`src/rtl/ssc_pkg.sv`:
```
`timescale 1ns / 1ps
// ----------------------------------------------------------------------------
// ssc_pkg
// Shared types and constants for the subset sum counter: widths, the
// modulus, controller states and the command/status groups.
// ----------------------------------------------------------------------------
package ssc_pkg;

  // field widths
  localparam int ELEM_W  = 16;
  localparam int TGT_W   = 10;
  localparam int WAYS_W  = 30;

  // default table size limit
  localparam int MAX_SUM_DEF = 1023;

  // counts are kept modulo this prime
  localparam logic [WAYS_W-1:0] MOD_P = 30'd1000000007;

  // controller states
  typedef enum logic [2:0] {
    ST_INIT,   // sweep after reset
    ST_IDLE,   // waiting for an item
    ST_DISP,   // decide what the captured item needs
    ST_CLR,    // sweep before a first item
    ST_UPD,    // one table entry per cycle, high sum downward
    ST_FLUSH,  // last write of the update lands
    ST_RD,     // read the count at the target
    ST_OUT     // hand the count to the output register
  } ssc_state_t;

  // controller to datapath
  typedef struct packed {
    logic load;      // capture the input item
    logic clr_init;  // point the address counter at entry zero
    logic clr_wr;    // write one cleared entry, step upward
    logic upd_init;  // point the address counter at the target
    logic upd_rd;    // read one entry pair, step downward
    logic out_load;  // move the target count to the output register
  } ssc_cmd_t;

  // datapath to controller
  typedef struct packed {
    logic clr_last;  // sweep is at the last entry
    logic upd_last;  // update is at the element value
    logic skip;      // element above target, nothing to update
    logic first;     // captured item starts a new array
    logic out_busy;  // output register holds an item not taken this cycle
  } ssc_sts_t;

endpackage

```
`src/rtl/ssc_ctrl.sv`:
```
`timescale 1ns / 1ps
// ----------------------------------------------------------------------------
// ssc_ctrl
// Sequencer for the subset sum counter: clear sweeps, the downward update
// pass over the table and the read-out of the target count.
// ----------------------------------------------------------------------------
module ssc_ctrl (
  input  logic            clk,
  input  logic            rst_n,
  input  logic            in_tvalid,
  output logic            in_tready,
  input  ssc_pkg::ssc_sts_t sts,
  output ssc_pkg::ssc_cmd_t cmd
);
  import ssc_pkg::*;

  ssc_state_t state_r;
  ssc_state_t state_nxt;

  // state register
  always_ff @(posedge clk) begin
    if (!rst_n) begin
      state_r <= ST_INIT;
    end else begin
      state_r <= state_nxt;
    end
  end

  // next state and commands
  always_comb begin
    state_nxt = state_r;
    cmd       = '0;
    in_tready = 1'b0;
    case (state_r)
      ST_INIT: begin
        cmd.clr_wr = 1'b1;
        if (sts.clr_last) begin
          state_nxt = ST_IDLE;
        end
      end
      ST_IDLE: begin
        in_tready = 1'b1;
        if (in_tvalid) begin
          cmd.load  = 1'b1;
          state_nxt = ST_DISP;
        end
      end
      ST_DISP: begin
        if (sts.first) begin
          cmd.clr_init = 1'b1;
          state_nxt    = ST_CLR;
        end else if (sts.skip) begin
          state_nxt = ST_RD;
        end else begin
          cmd.upd_init = 1'b1;
          state_nxt    = ST_UPD;
        end
      end
      ST_CLR: begin
        cmd.clr_wr = 1'b1;
        if (sts.clr_last) begin
          if (sts.skip) begin
            state_nxt = ST_RD;
          end else begin
            cmd.upd_init = 1'b1;
            state_nxt    = ST_UPD;
          end
        end
      end
      ST_UPD: begin
        cmd.upd_rd = 1'b1;
        if (sts.upd_last) begin
          state_nxt = ST_FLUSH;
        end
      end
      ST_FLUSH: begin
        state_nxt = ST_RD;
      end
      ST_RD: begin
        state_nxt = ST_OUT;
      end
      ST_OUT: begin
        if (!sts.out_busy) begin
          cmd.out_load = 1'b1;
          state_nxt    = ST_IDLE;
        end
      end
      default: begin
        state_nxt = ST_INIT;
      end
    endcase
  end

endmodule

```
`config.mk`:
```
export PLATFORM = sky130hd
export DESIGN_NAME = ssc_ctrl
export DESIGN_NICKNAME = d
export VERILOG_FILES = /design/src/rtl/ssc_pkg.sv /design/src/rtl/ssc_ctrl.sv
export SDC_FILE = /design/constraint.sdc
export NUM_CORES = 1
export LEC_CHECK = 0
export BUFFER_PORTS_ARGS = -buffer_cell sky130_fd_sc_hd__buf_2
export CORE_AREA = 2 2 39 41
export CTS_CLUSTER_SIZE = 25
export DETAILED_ROUTE_END_ITERATION = 16
export DIE_AREA = 0 0 41 43
export HOLD_SLACK_MARGIN = 0.06
export SLEW_MARGIN = 15
export SYNTH_ARGS = -nofsm -noshare
export SYNTH_HDL_FRONTEND = slang
export SYNTH_SLANG_ARGS = --single-unit
```
`constraint.sdc`:
```
create_clock -name clk -period 1 [get_ports clk]
set_input_delay 0.15 -clock clk [delete_from_list [all_inputs] [get_ports clk]]
set_output_delay 0.15 -clock clk [all_outputs]
set_load 0.005 [all_outputs]
```
Yosys cells after proc, flatten, opt, wreduce, memory -nomap -nowiden:

Index checks and enable logic that the tools add are counted.

* flip-flop bits (word level): 3
* latch bits: 0
* memory bits (writable): 0
* memory bits (read-only): 0
* input port bits: 8
* logic and storage cells: 37
* memories kept: 0

* $add $sub $neg: 0
* multiply operators: 0
* divide/modulo/power cells: 0
* $lt $le $gt $ge: 0
* equal/unequal tests: 12
* shift-type cells: 0
* multiplexer cells: 21
* bitwise gates (word level): 0
* reduce and logical (&&, ||, !) cells: 3

Operators with widths (number)
* 3-bit one-hot mux with 8 select lines: 1
* 3-bit 2-to-1 mux: 6
* 3-bit equality test (second input constant): 4
* 1-bit 2-to-1 mux: 12
* 2-bit inequality test (second input constant): 5
* 3-bit by 2-bit equality test with 1-bit output (second input constant): 2
* 5-bit AND reduction: 1
* 3-bit by 1-bit equality test with 1-bit output (second input constant): 1
* 3-bit zero test: 1
* 2-bit 2-to-1 mux: 1
* 1-bit one-hot mux with 2 select lines: 1
* 2-bit OR reduction: 1

Longest topological paths before layout:

Gate-level depths: netlist (run 1).

* depth after elaboration: 3
* gate-level depth with buffers: 4
* mapped depth without buffers: 3

Worst setup path after synthesis (run 1):

No wires, ideal clock.

* kind: register to register
* start point: register state_r[2]
* end point: register state_r[1]
* arrival time: 949 ps
* data required time: 884 ps
* path slack: -65 ps
* stages on the path, launching flop included: 5
* path buffers: 1
* cells stage by stage: dfxtp_1 > buf_6 > nor4_1 > a211oi_1 > o211a_1

* cells in the longest elaborated chain, start to end: 3

RTL lines
* from (decl): line ssc_ctrl.sv:17 `ssc_state_t state_r;`
* from (signal assigned): line ssc_ctrl.sv:25 `state_r <= state_nxt;`
* 3-bit by 2-bit equality test with 1-bit output, or another cell as far along: line ssc_ctrl.sv:34 `case (state_r)`
* 2-bit inequality test (no source line)
* 5-bit AND reduction (no source line)

Several ways; a longest one is shown, not always the timed one.
A chain may end at the register's enable or synchronous reset.

==> flow_metrics.py, run 1 <==
metrics = {
    "pwr": {
        "p_per_area_nw_per_um2": 3040,
        "peakVddDrop_mv": 0.965,
        "finalPower_uw": 1860,
        "leakagePower_uw": 0.000290,
    },
    "grt": {
        "grt_max_degree": 7,
        "antenna_found_initial": 0,
        "grt_pass1_wl_um": 1810,
        "grt_pass1_vias": 428,
        "grt-ovfl-total": 0,
        "track_usage_pct": 15.8,
    },
    "synth": {
        "synthesis.nets": 47,
        "synth.largest_area_cell": "dfxtp_1",
        "synth_top_area_share_pct": 19.0,
        "synth_area_per_cell_um2": 8.08,
        "ys_seq_elements": 3,
        "ys.warnings.count": 0,
        "synthCells": 39,
        "synthDistinctLibCells": 27,
        "synth.area.top_cells": "dfxtp_1 (19%), buf_6 (11%), nand2b_2 (5.6%)",
        "syn_area_um2": 315,
        "yosysSeqAreaShare_pct": 19.0,
    },
    "critical_path": {
        "cp_num_buf_inv": 2,
        "startpoint_type": "flip-flop",
        "endpoint_kind": "output pin",
        "crit_family": "flip-flops",
        "critPathSlowestCell": "dfxtp_4",
        "slowest_delay_ps": 350,
        "path_cells": "buf_6 > and2_4 > o21ba_1 > buf_2",
        "cp-startpoint": "state_r[1]$_SDFFE_PN0P_",
        "crit_fanout": 4,
        "crit_type": "flip-flop to output pin",
        "rr_startpoint": "state_r[1]$_SDFFE_PN0P_",
        "cp.required_ps": 850,
        "worstPathArrival_ps": 1150,
    },
    "min_path": {
        "hold_start": "rst_n",
        "hp-class": "input port to flip-flop",
    },
    "sta": {
        "whs_ps": 175,
        "post-route-period-util_pct": 130,
        "rsz0062_at_grt": "true",
        "finalClockSkew_ps": 10.9,
        "fmax_ghz": 0.768,
        "timing.final.ws_setup_ps": -302,
        "finalSetupViolations": 10,
        "maxSlewViolCount": 0,
        "fin_crit_ps": 1300,
        "worst_slew_pin_slew_ps": 216,
        "hold_violations": 0,
        "tns_ps": -2140,
        "slew_headroom_pct": 85.5,
    },
    "cells_and_area": {
        "final_cell_mix": "buf_2 (14), buf_4 (9), buf_6 (6)",
        "drive_above_1_share_pct": 71.0,
        "mostFrequentLayoutCell": "buf_2",
        "final_area_um2": 612,
        "largest_register": "state_r",
        "top_regs": "state_r x3",
        "antennaDiodeCount": 0,
        "area_growth_pct": 94.0,
        "layout.nets": 78,
        "largest_reg_flops": 3,
    },
    "cts": {
        "cts_buffers": 3,
        "root_buffer": "clkbuf_4",
        "clock_latency_ps": 250,
        "cts.reportedPaths.clkPinSlew_ps": 50,
        "cts_max_level": 1,
        "cts_tree": "done",
        "cts_max_path_buffers": 2,
        "cts.sinks": 3,
    },
    "routing": {
        "routedWlPerCell_um": 12.7,
        "routed_wl_um": 1080,
        "via_per_inst": 5.00,
        "post-route-drc-count": 0,
        "antenna_left": 0,
        "drtPass1Iterations": 3,
        "initialDrtViolationCount": 6,
        "route.vias.total": 425,
    },
    "status": {
        "status": "finished with violations",
        "violations": "setup timing",
    },
    "placement": {
        "io_buffers": 14,
        "dp_hpwl_um": 663,
        "pre_cts_ws_ps": -106,
        "place_area_um2": 434,
        "place_congestion": 0.723,
    },
    "floorplan": {
        "core_um2": 1380,
        "num_rows": 14,
        "die_x_um": 41,
        "dieArea_um2": 1760,
        "initial_utilization_pct": 22.8,
        "ios": 15,
        "die_h_um": 43,
    },
    "flow_run": {
        "drv_cap": 0,
    },
}
## final cells by class
class                      count  area (µm²)
fill                         145         772
inverter                       2        7.51
sequential                     3        68.8
tap                           16        20.0
multi-input combinational     31         284
timing repair buffer          29         205
clock buffer                   4        26.3
## cell families (layout without fill, tap and decap cells)
kind of cell / after synthesis / count (layout) / synth area share [%]
multiplexers: 2 / 2 / 6.75
AO/OA/AOI/OAI: 11 / 11 / 26.2
buffers and inverters: 5 / 35 / 13.1
flip-flops: 3 / 3 / 19.0
AND/OR/NAND/NOR: 18 / 18 / 34.9
## where the power goes
group	switching, µW	internal, µW	total, µW
clock	79.5	151	230
sequential	68.4	197	265
combinational	568	799	1370
total	716	1150	1860
## path summary, 6_finish.rpt
kind,cells past startpoint,endpoint,slack [ps]
max,4,cmd[3],-300
min,2,state_r[1]$_SDFFE_PN0P_,170
max reg2reg,5,state_r[1]$_SDFFE_PN0P_,-180
min reg2reg,3,state_r[0]$_SDFFE_PN0P_,620
## metal layers
layer  up-vias  track usage, %  part of all wire [%]
met3         5            3.14                   4.9
met5         -               0                     0
met4         0            12.0                   3.6
li1        205               -                     -
met2        17            23.8                    51
met1       198            18.6                    40
## synthesized netlist by cell type
cell type  count
nand2b_1       2
nand4_1        1
mux2i_1        1
inv_1          2
and2_1         2
nand2b_2       2
nand2_1        1
o211a_1        1
o21ai_1        1
nor3_1         2
nor4_1         1
o22ai_1        1
mux2_2         1
a21oi_1        2
a211oi_2       1
a211oi_1       1
nor2_1         3
nor4b_1        1
and2_2         1
o2bb2ai_1      1
o21ba_1        1
nand3_1        1
nand4b_1       1
o211ai_1       1
o21ai_0        1
buf_6          3
dfxtp_1        3
## stage by stage
step / util, % / instances
2_1_floorplan: - / 39
3_3_place_gp: 31.4 / 72
3_5_place_dp: 31.4 / 72
4_1_cts: 40.4 / 82
5_1_grt: 44.2 / 85
6_report: 44.2 / 85
## what timing repair did
| action | CTS | global route |
|---|---|---|
| hold buffers | 0 | 0 |
| setup buffers | 6 | 3 |
| pin swaps | 1 | 2 |
| hold endpoints to repair | 0 | 0 |
| gates resized for setup | 17 | 7 |
| setup endpoints to repair | 10 | 10 |
Power figures use the tool's default switching activity.
==> inputs of run 2 (changes only) <==
--- a/config.mk
+++ b/config.mk
@@ -5,6 +5,7 @@
 export SDC_FILE = /design/constraint.sdc
 export NUM_CORES = 1
 export LEC_CHECK = 0
+export ABC_AREA = 1
 export BUFFER_PORTS_ARGS = -buffer_cell sky130_fd_sc_hd__buf_2
 export CORE_AREA = 2 2 39 41
 export CTS_CLUSTER_SIZE = 25
==> run 2 against run 1 <==
Net effect:
- the flow still finishes with violations (setup timing)
- routed wire length down 14%
- total power grew 0.59%
- final cell count increased by 7.1%
- core utilization is 0.81 points lower
- clock power down 9.1%
- area after synthesis up 24%
- non-clock buffer count is 9 lower
- register-to-register slack lost 20 ps
- largest cell class unchanged
==> flow_metrics.py, run 2 <==
metrics = {
    "synth": {
        "synth_common_cells": "nand2_1 (10), inv_1 (4), nor2_1 (4), nor3_1 (4)",
        "synth_edf_count": 0,
        "synthArstFlopShare_pct": 0,
        "synthDistinctLibCells": 20,
        "synthCells": 54,
        "synthesis.nets": 62,
        "ys.warnings.count": 0,
        "synth_flop_cell": "dfxtp_1",
        "yosysMostFrequentCell": "nand2_1",
        "yosysSeqAreaShare_pct": 15.4,
        "synth.largest_area_cell": "dfxtp_1",
        "syn_area_um2": 390,
        "synth_top_area_share_pct": 15.4,
        "synth_area_per_cell_um2": 7.23,
        "ys_seq_elements": 3,
        "synth.area.top_cells": "dfxtp_1 (15%), nand2_1 (9.6%), nand3_4 (9.0%)",
    },
    "cts": {
        "cts.reportedPaths.clkPinSlew_ps": 40,
        "cts_max_path_buffers": 2,
        "cts_tree": "done",
        "hold_buffers": 0,
        "root_buffer": "clkbuf_4",
        "cts.sinks": 3,
        "clock_latency_ps": 230,
        "cts_max_level": 1,
        "cts_buffers": 3,
    },
    "routing": {
        "route.vias.total": 417,
        "drtPass1Iterations": 1,
        "initialDrtViolationCount": 0,
        "antenna_left": 0,
        "via_per_inst": 4.58,
        "routedWlPerCell_um": 10.3,
        "post-route-drc-count": 0,
        "routed_wl_um": 933,
    },
    "critical_path": {
        "critPathSlowestCell": "dfxtp_2",
        "cp.required_ps": 850,
        "worstPathArrival_ps": 1100,
        "endpoint_kind": "output pin",
        "rr_startpoint": "state_r[0]$_SDFFE_PN0P_",
        "r2r-end": "state_r[1]$_SDFFE_PN0P_",
        "startpoint_type": "flip-flop",
        "cp-startpoint": "state_r[2]$_SDFFE_PN0P_",
        "crit_type": "flip-flop to output pin",
        "reg2reg_slack_ps": -200,
        "crit_fanout": 8,
        "path_cells": "inv_4 > nand3_4 > o31ai_2 > buf_2",
        "rr_worst_depth": 8,
        "slowest_delay_ps": 340,
    },
    "placement": {
        "dp_hpwl_um": 643,
        "place_congestion": 0.776,
        "io_buffers": 14,
        "place_area_um2": 502,
        "placedCellCount": 85,
        "pre_cts_ws_ps": -133,
    },
    "cells_and_area": {
        "largest_register": "state_r",
        "mostFrequentLayoutCell": "buf_2",
        "final_cell_mix": "buf_2 (13), nand2_1 (7), nand2_2 (5), buf_6 (5)",
        "top_regs": "state_r x3",
        "multi_input_area_um2": 309,
        "largest_reg_flops": 3,
        "fillerInstances": 148,
        "layout.nets": 84,
        "ff_latch_area_um2": 68.8,
        "finalNonFillerCells": 91,
        "final_area_um2": 601,
        "area_growth_pct": 53.8,
        "drive_above_1_share_pct": 68.0,
        "antennaDiodeCount": 0,
    },
    "floorplan": {
        "core_um2": 1380,
        "num_rows": 14,
        "die_h_um": 43,
        "dieArea_um2": 1760,
        "die_x_um": 41,
        "initial_utilization_pct": 28.2,
        "ios": 15,
    },
    "sta": {
        "finalClockSkew_ps": 2.59,
        "fmax_ghz": 0.800,
        "post-route-period-util_pct": 125,
        "fin_crit_ps": 1250,
        "finalSetupViolations": 10,
        "hold_violations": 0,
        "worst_slew_pin_slew_ps": 163,
        "rsz0062_at_grt": "true",
        "slew_headroom_pct": 89.1,
        "timing.final.ws_setup_ps": -250,
        "maxSlewViolCount": 0,
    },
    "flow_run": {
        "drv_cap": 0,
    },
    "grt": {
        "antenna_found_initial": 0,
        "track_usage_pct": 13.0,
        "grt_pass1_wl_um": 1540,
        "grt_max_degree": 9,
        "grt_pass1_vias": 397,
        "grt-ovfl-total": 0,
    },
    "pwr": {
        "p_per_area_nw_per_um2": 3120,
        "seqPwrFrac_pct": 21.2,
        "clockPowerShare_pct": 11.2,
        "leakagePower_uw": 0.000288,
        "switching_share_pct": 48.1,
        "p_sw_uw": 902,
        "p_int_uw": 972,
        "peakVddDrop_mv": 1.05,
        "power_frac_comb_pct": 67.7,
    },
    "min_path": {
        "min_to": "state_r[2]$_SDFFE_PN0P_",
        "hold_start": "rst_n",
        "hold_path_depth": 3,
        "hp-class": "input port to flip-flop",
    },
    "status": {
        "violations": "setup timing",
        "status": "finished with violations",
    },
}
-- run 2: cell count changes in the layout (fill, tap and decap cells not counted), sizes merged, moves of 4 or more --
| cell | previous run | this run |
|---|---|---|
| nand3 | 1 | 5 |
| inv | 2 | 8 |
| nor2 | 3 | 9 |
| nand2b | 4 | 0 |
| nand2 | 1 | 15 |
| buf | 29 | 20 |
-- run 2: worst max-delay path by stage --
| stage | cells after the start | end |
|---|---|---|
| after floorplan | 9 | state_r[1]$_SDFFE_PN0P_ |
| after global placement | 7 | state_r[0]$_SDFFE_PN0P_ |
| after detailed placement | 8 | state_r[1]$_SDFFE_PN0P_ |
| after CTS | 6 | cmd[3] |
| after global routing | 4 | cmd[2] |
| final | 4 | cmd[2] |
-- run 2: timing repair --
action | CTS | global route
pin swaps | 2 | 3
cloned | 0 | 0
buffers inserted | 3 | 1
gates resized for setup | 13 | 8
endpoints found under the setup margin | 10 | 10
-- run 2: through the flow --
step / utilization (%) / hold slack (ps) / power (µW) / setup TNS [ps]
4_1_cts: 41.8 / 144 / 1860 / -2220
3_3_place_gp: 36.3 / 397 / 1480 / -441
5_1_grt: 43.4 / 175 / 2050 / -2480
3_5_place_dp: 36.3 / 396 / 1480 / -494
6_report: 43.4 / 154 / 1870 / -1870
2_1_floorplan: - / 262 / 1160 / -89.7
-- run 2: critical path, delay by kind of cell, from the launching register on --
family                 cells  cell delay [ps]
flip-flops                 1              340
AO/OA/AOI/OAI              1              170
AND/OR/NAND/NOR            1               90
buffers and inverters      2              260
-- run 2: cell type report --
class	instances	share of cell area, %
Multi-Input combinational cell	40	51.5
Timing Repair Buffer	20	22.7
Sequential cell	3	11.5
Inverter	8	6.67
Clock buffer	4	4.38
Tap cell	16	3.33
-- run 2: power by group through the flow --
stage	sequential [µW]	clock (µW)	combinational, µW
after floorplan	196	0	965
after global placement	225	0	1250
after detailed placement	227	0	1260
after CTS	310	217	1330
after global routing	414	233	1400
final	397	209	1270
-- run 2: logic make-up (layout without fill, tap and decap cells) --
kind of cell | count (synthesis) | count (layout) | synth area share (%)
simple gates | 38 | 38 | 62.2
buf+inv | 11 | 32 | 18.9
compound gates | 2 | 2 | 3.53
flops | 3 | 3 | 15.4
-- run 2: layer usage --
layer	wire [µm]	vias up	global-route usage (%)	part of all wire, %
met5	0	-	0	0
met1	365	183	15.4	39
met3	53	4	3.14	5.7
met2	489	14	20.0	52
met4	24	0	8.00	2.6
li1	-	216	-	-
==> inputs of run 3 (changes only) <==
--- a/config.mk
+++ b/config.mk
@@ -7,11 +7,14 @@
 export LEC_CHECK = 0
 export ABC_AREA = 1
 export BUFFER_PORTS_ARGS = -buffer_cell sky130_fd_sc_hd__buf_2
-export CORE_AREA = 2 2 39 41
+export CELL_PAD_IN_SITES_DETAIL_PLACEMENT = 0
+export CELL_PAD_IN_SITES_GLOBAL_PLACEMENT = 2
+export CORE_MARGIN = 1
+export CORE_UTILIZATION = 21
 export CTS_CLUSTER_SIZE = 25
 export DETAILED_ROUTE_END_ITERATION = 16
-export DIE_AREA = 0 0 41 43
 export HOLD_SLACK_MARGIN = 0.06
+export PLACE_DENSITY_LB_ADDON = 0.1
 export SLEW_MARGIN = 15
 export SYNTH_ARGS = -nofsm -noshare
 export SYNTH_HDL_FRONTEND = slang
==> run 3 against run 2 <==
Net effect:
- the flow still finishes with violations (setup timing)
- critical path depth did not move
- count of clock-buffer cells in the layout did not move
- worst setup slack got worse by 12 ps
- maximum frequency fell by 0.93%
- critical path type unchanged
- final area rose by 18%
- clock power rose by 6%
- hold slack improved by 2.9 ps
==> flow_metrics.py, run 3 (synthesis results as in run 2) <==
metrics = {
    "floorplan": {
        "dieArea_um2": 2040,
        "initial_utilization_pct": 22.6,
        "num_rows": 15,
        "core_um2": 1730,
        "die_h_um": 45.1,
        "ios": 15,
        "die_x_um": 45.1,
    },
    "pwr": {
        "clockPowerShare_pct": 9.7,
        "finalPower_uw": 2300,
        "p_sw_uw": 1060,
        "switching_share_pct": 46.0,
        "leakagePower_uw": 0.000333,
        "peakVddDrop_mv": 1.21,
        "seqPwrFrac_pct": 17.3,
        "p_int_uw": 1240,
        "power_frac_comb_pct": 73.0,
        "p_per_area_nw_per_um2": 3250,
    },
    "cts": {
        "cts.sinks": 3,
        "cts.reportedPaths.clkPinSlew_ps": 40,
        "clock_latency_ps": 240,
        "hold_buffers": 0,
        "cts_max_level": 1,
        "cts_max_path_buffers": 2,
        "root_buffer": "clkbuf_4",
        "cts_buffers": 3,
        "cts_tree": "done",
    },
    "critical_path": {
        "rr_startpoint": "state_r[0]$_SDFFE_PN0P_",
        "startpoint_type": "flip-flop",
        "crit_type": "flip-flop to output pin",
        "endpoint_kind": "output pin",
        "cp-startpoint": "state_r[2]$_SDFFE_PN0P_",
        "reg2reg_slack_ps": -220,
        "rr_worst_depth": 8,
        "cp.required_ps": 850,
        "crit_fanout": 8,
        "worstPathArrival_ps": 1110,
    },
    "cells_and_area": {
        "layout.nets": 92,
        "area_growth_pct": 80.8,
        "final_cell_mix": "buf_2 (13), buf_4 (10), nand2_2 (7)",
        "drive_above_1_share_pct": 77.1,
        "finalNonFillerCells": 108,
        "fin_util_pct": 40.9,
        "final_area_um2": 706,
        "top_regs": "state_r x3",
        "mostFrequentLayoutCell": "buf_2",
        "largest_register": "state_r",
        "antennaDiodeCount": 0,
        "largest_reg_flops": 3,
    },
    "sta": {
        "post-route-period-util_pct": 126,
        "hold_violations": 0,
        "fmax_ghz": 0.792,
        "fin_crit_ps": 1260,
        "maxSlewViolCount": 0,
        "timing.final.ws_setup_ps": -262,
        "worst_slew_pin_slew_ps": 182,
        "slew_headroom_pct": 87.7,
        "whs_ps": 157,
        "finalClockSkew_ps": 2.49,
        "rsz0062_at_grt": "true",
        "finalSetupViolations": 10,
    },
    "routing": {
        "drtPass1Iterations": 4,
        "routedWlPerCell_um": 10.2,
        "route.vias.total": 455,
        "post-route-drc-count": 0,
        "antenna_left": 0,
        "routed_wl_um": 1100,
        "initialDrtViolationCount": 1,
        "via_per_inst": 4.21,
    },
    "placement": {
        "io_buffers": 14,
        "place_congestion": 0.765,
        "place_area_um2": 536,
        "dp_hpwl_um": 744,
        "placedCellCount": 97,
    },
    "flow_run": {
        "drv_cap": 0,
    },
    "min_path": {
        "hold_path_depth": 3,
        "hp-class": "input port to flip-flop",
        "hold_start": "rst_n",
    },
    "grt": {
        "grt_pass1_vias": 424,
        "grt-ovfl-total": 0,
        "grt_pass1_wl_um": 1780,
        "antenna_found_initial": 0,
        "track_usage_pct": 12.4,
        "grt_max_degree": 9,
    },
    "status": {
        "violations": "setup timing",
        "status": "finished with violations",
    },
}
==> run 3: cell type report <==
class,instances,area (µm²)
repair buffers,28,205
fillers,187,1020
multi-input cells,40,329
well taps,25,31.3
inverters,8,45.0
flip-flops and latches,3,68.8
clock buffers,4,26.3
==> run 3: worst paths after layout <==
path                             end
min          state_r[2]$_SDFFE_PN0P_
max                           cmd[2]
min reg2reg  state_r[1]$_SDFFE_PN0P_
max reg2reg  state_r[0]$_SDFFE_PN0P_
==> run 3: critical path, cell delays in order, from the launching register on <==
cell and delay, ps:
dfxtp_2 350, inv_6 100, nand3_4 80, o31ai_1 190
buf_2 150
==> run 3: power groups by stage <==
| stage | clock [µW] | sequential, µW | combinational, µW |
|---|---|---|---|
| after floorplan | 0 | 196 | 965 |
| after global placement | 0 | 230 | 1360 |
| after detailed placement | 0 | 231 | 1340 |
| after CTS | 228 | 305 | 1650 |
| after global routing | 250 | 416 | 1810 |
| final | 222 | 398 | 1680 |
==> run 3: metrics by stage <==
stage	setup WS (ps)	TNS [ps]
4_1_cts	-315	-2420
3_3_place_gp	-147	-601
6_report	-262	-2150
3_5_place_dp	-141	-589
5_1_grt	-337	-2740
2_1_floorplan	-37.3	-89.7
==> run 3: per-layer routing <==
layer	vias up	global-route usage (%)	part of all wire (%)	routed length [µm]
li1	234	-	-	-
met1	200	15.6	44	489
met2	17	18.6	48	524
met3	4	6.40	5.1	56
met4	0	3.64	2.8	31
met5	-	0	0	0
==> run 3: timing repair <==
action | CTS | global route
setup buffers | 7 | 2
gates cloned | 0 | 0
setup endpoints to repair | 10 | 10
pin swaps | 5 | 8
gates resized for setup | 14 | 14
